==> config.mk <==
export PLATFORM = sky130hd
export DESIGN_NAME = scb_isqrt
export DESIGN_NICKNAME = d
export VERILOG_FILES = /design/src/hw/rtl/scb_pkg.sv /design/src/hw/rtl/scb_isqrt.sv
export SDC_FILE = /design/constraint.sdc
export NUM_CORES = 1
export LEC_CHECK = 0
export ABC_AREA = 1
export BUFFER_PORTS_ARGS = -buffer_cell sky130_fd_sc_hd__clkbuf_2
export CAP_MARGIN = 5
export CORE_ASPECT_RATIO = 1.75
export CORE_MARGIN = 2
export CORE_UTILIZATION = 25
export DETAILED_ROUTE_END_ITERATION = 6
export SYNTH_ARGS = -nofsm -noshare
export SYNTH_HDL_FRONTEND = slang
export SYNTH_SLANG_ARGS = --single-unit
==> constraint.sdc <==
create_clock -name clk -period 6.22 [get_ports clk]
set_input_delay 0.311 -clock clk [delete_from_list [all_inputs] [get_ports clk]]
set_output_delay 0.311 -clock clk [all_outputs]
set_load 0.02 [all_outputs]
==> src/hw/rtl/scb_pkg.sv <==
// ----------------------------------------------------------------------------
// scb_pkg
// Shared types and constants for the segment corridor blocker finder.
// ----------------------------------------------------------------------------
package scb_pkg;

  localparam int RAD_W    = 23;
  localparam int CNT_CFG_W = 6;
  localparam int IDX_O_W  = 5;
  localparam int MASK_W   = 32;
  localparam int SLOT_W   = 5;
  localparam int T_FRAC   = 16;
  localparam int T_W      = T_FRAC + 1;
  localparam int SQ_W     = 64;
  localparam int SQ_STEPS = 32;
  localparam int ROOT_W   = 32;
  localparam int PEN_W    = 34;
  localparam int CNT_CMP_W = 9;

  localparam logic OP_LOAD  = 1'b0;
  localparam logic OP_QUERY = 1'b1;

  localparam logic CFG_OBSTACLE_COUNT = 1'b0;
  localparam logic CFG_ROUTE_MARGIN   = 1'b1;

  typedef enum logic [3:0] {
    ST_IDLE,
    ST_LEN,
    ST_LSUM,
    ST_RD,
    ST_DIFF,
    ST_DOT,
    ST_DSUM,
    ST_DIV,
    ST_SCALE,
    ST_ERR,
    ST_SQ,
    ST_D2,
    ST_SQRT,
    ST_PEN,
    ST_DONE
  } scb_state_t;

endpackage

==> src/hw/rtl/scb_isqrt.sv <==
// ----------------------------------------------------------------------------
// scb_isqrt
// Bitwise integer square root, one step per cycle, floor result.
// ----------------------------------------------------------------------------
module scb_isqrt
  import scb_pkg::*;
(
  input  logic              clk,
  input  logic              rst_n,
  input  logic              start,
  input  logic [SQ_W-1:0]   x,
  output logic              done,
  output logic [ROOT_W-1:0] root
);

  localparam int CW = $clog2(SQ_STEPS);

  logic [SQ_W-1:0] x_r, res_r, bit_r;
  logic [SQ_W-1:0] x_nxt, res_nxt, trial;
  logic [CW-1:0]   cnt_r;
  logic            busy_r, done_r;

  always_comb begin
    trial = res_r + bit_r;
    if (x_r >= trial) begin
      x_nxt   = x_r - trial;
      res_nxt = (res_r >> 1) + bit_r;
    end else begin
      x_nxt   = x_r;
      res_nxt = res_r >> 1;
    end
  end

  always_ff @(posedge clk) begin
    if (!rst_n) begin
      busy_r <= 1'b0;
      done_r <= 1'b0;
      cnt_r  <= '0;
    end else begin
      done_r <= busy_r && !start && (cnt_r == CW'(SQ_STEPS - 1));
      if (start) begin
        x_r    <= x;
        res_r  <= '0;
        bit_r  <= SQ_W'(1) << (SQ_W - 2);
        cnt_r  <= '0;
        busy_r <= 1'b1;
      end else if (busy_r) begin
        x_r   <= x_nxt;
        res_r <= res_nxt;
        bit_r <= bit_r >> 2;
        cnt_r <= cnt_r + 1'b1;
        if (cnt_r == CW'(SQ_STEPS - 1)) begin
          busy_r <= 1'b0;
        end
      end
    end
  end

  assign done = done_r;
  assign root = res_r[ROOT_W-1:0];

endmodule
After elaboration in Yosys (flattened, before gate mapping)
Cells that the tools add are included.
{"block": "word_totals", "regBits": 167, "inputBits": 67, "output_inout_bits": 33, "elab_cells": 30}
{"block": "op_classes", "add_sub_neg": 4, "order_cmp": 1, "n_eq_ne": 1, "muxes": 9, "bitwise_logic": 1, "reduce_logical": 8}
{"op": "$mux W64", "count": 5}
{"op": "$add A63 B63 Y64", "count": 1}
{"op": "$add A64 B63 Y64", "count": 1}
{"op": "$ge A64 B64 Y1", "count": 1}
{"op": "$sub A64 B64 Y64", "count": 1}
{"op": "$mux W63", "count": 1}
{"op": "$add A5 B1 Y5 const B", "count": 1}
{"op": "$eq A5 B5 Y1 const B", "count": 1}
{"op": "$reduce_bool A2 Y1", "count": 2}
{"op": "$mux W1", "count": 3}
{"op": "$reduce_and A3 Y1", "count": 1}
{"op": "$logic_and A1 B1 Y1", "count": 2}
{"op": "$reduce_and A2 Y1", "count": 1}
{"op": "$reduce_or A2 Y1", "count": 1}
{"op": "$logic_not A1 Y1", "count": 1}
{"op": "$not A1 Y1", "count": 1}

Longest topological paths before layout
{"block": "logic_depth", "ltp_word": 5, "depth_mapped": 27, "mapped_depth_nobuf": 27}

Worst setup path after synthesis
Ideal clock, no wire load.
{"block": "synth_timing", "path_type": "reg-to-reg", "from": "register res_r[14]", "to": "register x_r[0] (enable)", "setup_time_ps": 418, "arrival_time_ps": 4503, "required_time_ps": 5802, "slack_ps": 1298, "path_stages_with_launch": 22, "n_path_buf": 0, "period_less_slack_ps": 4922, "cell_sequence": "edfxtp_1 > ha_1 > nand2_1 > o21ai_0 > nand2_1 > o21ai_0 > a21oi_1 > o21ai_0 > nand3_1 > nand3b_1 > nand2_1 > ha_1 > nand2_1 > nor2_1 > inv_1 > nor2_2 > nand2_1 > nor3_2 > nand2_2 > nand2_2 > o21ai_0 > inv_1"}
{"block": "synth_between", "elab_chain_len": 4}
{"item": "start, declared", "line_no": "scb_isqrt.sv:18", "text": "logic [SQ_W-1:0] x_r, res_r, bit_r;"}
{"item": "start signal, assigned", "line_no": "scb_isqrt.sv:49", "text": "res_r <= res_nxt;"}
{"item": "$add A64 B63 Y64", "line_no": "scb_isqrt.sv:24", "text": "trial = res_r + bit_r;"}
{"item": "$ge A64 B64 Y1", "line_no": "scb_isqrt.sv:25", "text": "if (x_r >= trial) begin"}
{"item": "$reduce_bool A2 Y1 (no source line)"}
{"item": "$reduce_and A3 Y1 (no source line)"}
{"item": "end signal, assigned", "line_no": "scb_isqrt.sv:48", "text": "x_r <= x_nxt;"}
{"item": "end, declared", "line_no": "scb_isqrt.sv:18"}
No other way between the ends.
A chain may end at the register's enable or synchronous reset.

Worst setup path in the final report
{"block": "layout_timing", "from": "register res_r[28]", "to": "register x_r[7] (enable)"}
The elaborated chain is that of the path after synthesis.

==> impl_metrics.csv <==
group,metric,value,unit
detailed_routing,wl_per_cell,20.3,um
timing,hold_violations,0,
power_and_ir_drop,power.leakage,11.5,nW
cells_and_area,layout-drive-gt1-share,0.0481,
yosys,synth_top_area_cell,"nand2_1",
timing,finalSetupTns,0,ns
setup_path,crit_path_max_fanout,64,
detailed_routing,drt_first_pass_iters,6,
timing,slew_headroom,0.245,
global_routing,grt_max_degree,65,
timing,worstMarginPinSlew,1.12,ns
min_path,hold_path_depth,3,
run_status,outcome,"finished, final reports clean",
timing,setup_viol,0,
setup_path,rr_worst_depth,20,
yosys,ys_ff_latch,167,
global_routing,antenna_found_initial,1,
setup_path,cp-end-kind,"register",
clock_tree,ctsHtreeMaxLevel,4,
detailed_routing,wl_met1,30.9,mm
setup_path,worstPathRequired,6.37,ns
detailed_routing,finalWirelength,94.3,mm
timing,rsz0062_at_grt,"no",
power_and_ir_drop,p_comb_frac,0.534,
die,die_width,221,um
die,core.rowCount,139,
detailed_routing,vias,22526,
min_path,whs_endpoint,"x_r[17]",
detailed_routing,via_per_inst,4.86,
clock_tree,insertion_delay,0.50,ns
die,start_util,0.251,
global_routing,grt_pass1_wl,136,mm
die,die-area,84500,um2
yosys,synth_area_leaders,"nand2_1, edfxtp_1, inv_1",
power_and_ir_drop,clock_power_share,0.198,
cells_and_area,fillers,9388,
detailed_routing,ant_nets,0,
setup_path,ff2ff_setup_slack,0.78,ns
cells_and_area,nets,3766,
clock_tree,cts_resized,0,
setup_path,crit_chain,"ha_1, nand2_1, nor2_1, inv_1, o21ai_0, nor2_1, nand2_1, xnor2_1, ha_1, nand2_1, nor2_1, nand2_1, nor2_1, nand4_1, nand3_1, nand2_2, nand2_2, o21ai_0, inv_2, buf_12",
clock_tree,cts_hold_buf,0,
setup_path,timing.rr.end,"x_r[7]",
min_path,min_path_type,"primary input to register",
yosys,syn_area_per_cell,5.84,um2
detailed_routing,drc,0,
detailed_routing,dr_wl_met2,50.4,mm
power_and_ir_drop,p_int,3.04,mW
clock_tree,clockBufferDepth,2,
yosys,netlist_area,20500,um2
yosys,seq_area_frac_synth,0.241,
placed_design,gp_congestion,1.01,
power_and_ir_drop,p_sw_frac,0.496,
global_routing,first_global_vias,22756,
die,pin_count,100,
clock_tree,ctsRootBufferMaster,"clkbuf_16",
setup_path,cp-start-kind,"register",
die,core,81700,um2
power_and_ir_drop,p_per_area,267,nW/um2
timing,fmax,0.184,GHz
setup_path,critical_path_class,"register to register",
die,dieHeight,383,um
clock_tree,cts_buffers,17,
yosys,yosysMostFrequentCell,"nand2_1",
flow_run,drv_cap,0,
placed_design,dp_hpwl,78.0,mm
timing,worst_clock_skew,0.0140,ns
yosys,synth_top_area_frac,0.263,
cells_and_area,final_util,0.277,
detailed_routing,initialDrtViolationCount,1417,
global_routing,gr-total-overflow,0,
detailed_routing,met3_length,3.27,mm
cells_and_area,diodes,0,
yosys,ys_async_sr_fraction,0,
cells_and_area,area_growth,10.2,%
setup_path,critical_path.top_delay_family,"simple AND/OR/NAND/NOR gates",
timing,period_needed,5.44,ns
setup_path,critPathMaxStageDelay,0.58,ns
yosys,syn_inst,3513,
power_and_ir_drop,p_sw,2.99,mW
power_and_ir_drop,p_seq_frac,0.268,
setup_path,path_buf_inv,3,
power_and_ir_drop,peakVddDrop,0.198,mV
clock_tree,cts.sinks,167,
yosys,synth-edff-count,160,
clock_tree,cts_tree,"built",
detailed_routing,highest_layer,"met4",
setup_path,cp.arrival,5.60,ns
timing,slew_violations,0,
clock_tree,path_clk_slew,0.08,ns
setup_path,r2r-start,"res_r[28]",
global_routing,track_usage,0.223,
yosys,syn_nets,3713,
yosys,synth.distinct_cells,42,
min_path,holdCritStartpoint,"x[17]",
yosys,yosys-top-cells-count,"nand2_1, inv_1, nor2_1",
yosys,synth_ff_type,"edfxtp_1",
setup_path,slowest_stage,"edfxtp_1",
timing,finalCritPeriodShare,0.875,
placed_design,io_buffers,99,
clock_tree,post-cts-setup-buffers,0,
yosys,yosysWarnings,0,
[worst reg2reg max path, cell delays in order (launching register included)]
cell and delay (ns):
edfxtp_1 0.58, ha_1 0.47, nand2_1 0.09, nor2_1 0.19, inv_1 0.13, o21ai_0 0.51, nor2_1 0.10, nand2_1 0.49
xnor2_1 0.23, ha_1 0.41, nand2_1 0.12, nor2_1 0.26, nand2_1 0.12, nor2_1 0.14, nand4_1 0.16, nand3_1 0.22
nand2_2 0.12, nand2_2 0.14, o21ai_0 0.11, inv_2 0.12, buf_12 0.36
[power by group through the flow]
stage | registers, mW | logic (mW) | clock network [mW]
after CTS | 1.61 | 3.18 | 1.20
after global placement | 1.64 | 3.15 | 0
after global routing | 1.63 | 3.58 | 1.24
after detailed placement | 1.63 | 3.17 | 0
after floorplan | 1.54 | 2.27 | 0
final | 1.62 | 3.22 | 1.19
[cell families after synthesis]
kind of cell	synth area share
AO/OA/AOI/OAI	0.0835
flip-flops	0.241
buffers and inverters	0.127
XOR/XNOR	0.0440
AND/OR/NAND/NOR	0.423
adder cells (fa/ha/maj)	0.0815
[registers in the layout, summed over array words and instances (netlist names)]
name    count
bit_r      32
busy_r      1
cnt_r       5
done        1
res_r      64
x_r        64
[cell type report]
class | instances | area [um2] | area share
clock buffer | 17 | 425 | 0.0188
multi-input combinational | 2699 | 13000 | 0.573
clock inverter | 15 | 188 | 0.00830
timing repair buffer | 111 | 626 | 0.0277
inverter | 570 | 2140 | 0.0947
tap | 1057 | 1320 | 0.0585
sequential | 167 | 4940 | 0.219
[how the worst max path moves through the flow]
| stage | from | depth (start not counted) | slack [ns] | endpoint |
|---|---|---|---|---|
| 2_1_floorplan | res_r[14] | 21 | 1.30 | x_r[0] |
| 3_3_place_gp | res_r[28] | 20 | 1.01 | x_r[7] |
| 3_5_place_dp | res_r[28] | 20 | 1.03 | x_r[7] |
| 4_1_cts | res_r[28] | 20 | 1.01 | x_r[7] |
| 5_1_grt | res_r[28] | 20 | 0.53 | x_r[7] |
| 6_report | res_r[28] | 20 | 0.78 | x_r[7] |
[per-layer routing]
metal  vias up  global-route usage
met4         0               0.195
met1     10371               0.199
met3       322              0.0264
met5         -                   0
li1      11118                   -
met2       715               0.430
[per-stage QoR]
step | worst slack [ns] | hold slack, ns | power, mW | std cells | cell area [um2]
finish | 0.775 | 0.0864 | 6.03 | 4636 | 22600
global route | 0.529 | 0.0893 | 6.44 | 4636 | 22600
CTS | 1.01 | 0.0618 | 5.99 | 4636 | 22600
detailed placement | 1.03 | 0.470 | 4.80 | 4604 | 22000
global placement | 1.01 | 0.455 | 4.79 | 4604 | 22000
floorplan | 1.30 | 0.410 | 3.81 | 3513 | 20500
[cell usage in the layout, fill, tap and decap left out, types with 45 or more instances in the layout]
cell type	n
a21oi_1	143
clkbuf_2	98
edfxtp_1	160
ha_1	132
inv_1	565
nand2_1	1438
nand3_1	220
nor2_1	338
o21ai_0	132
xnor2_1	58
xor2_1	45
Power figures use the tool's default switching activity.
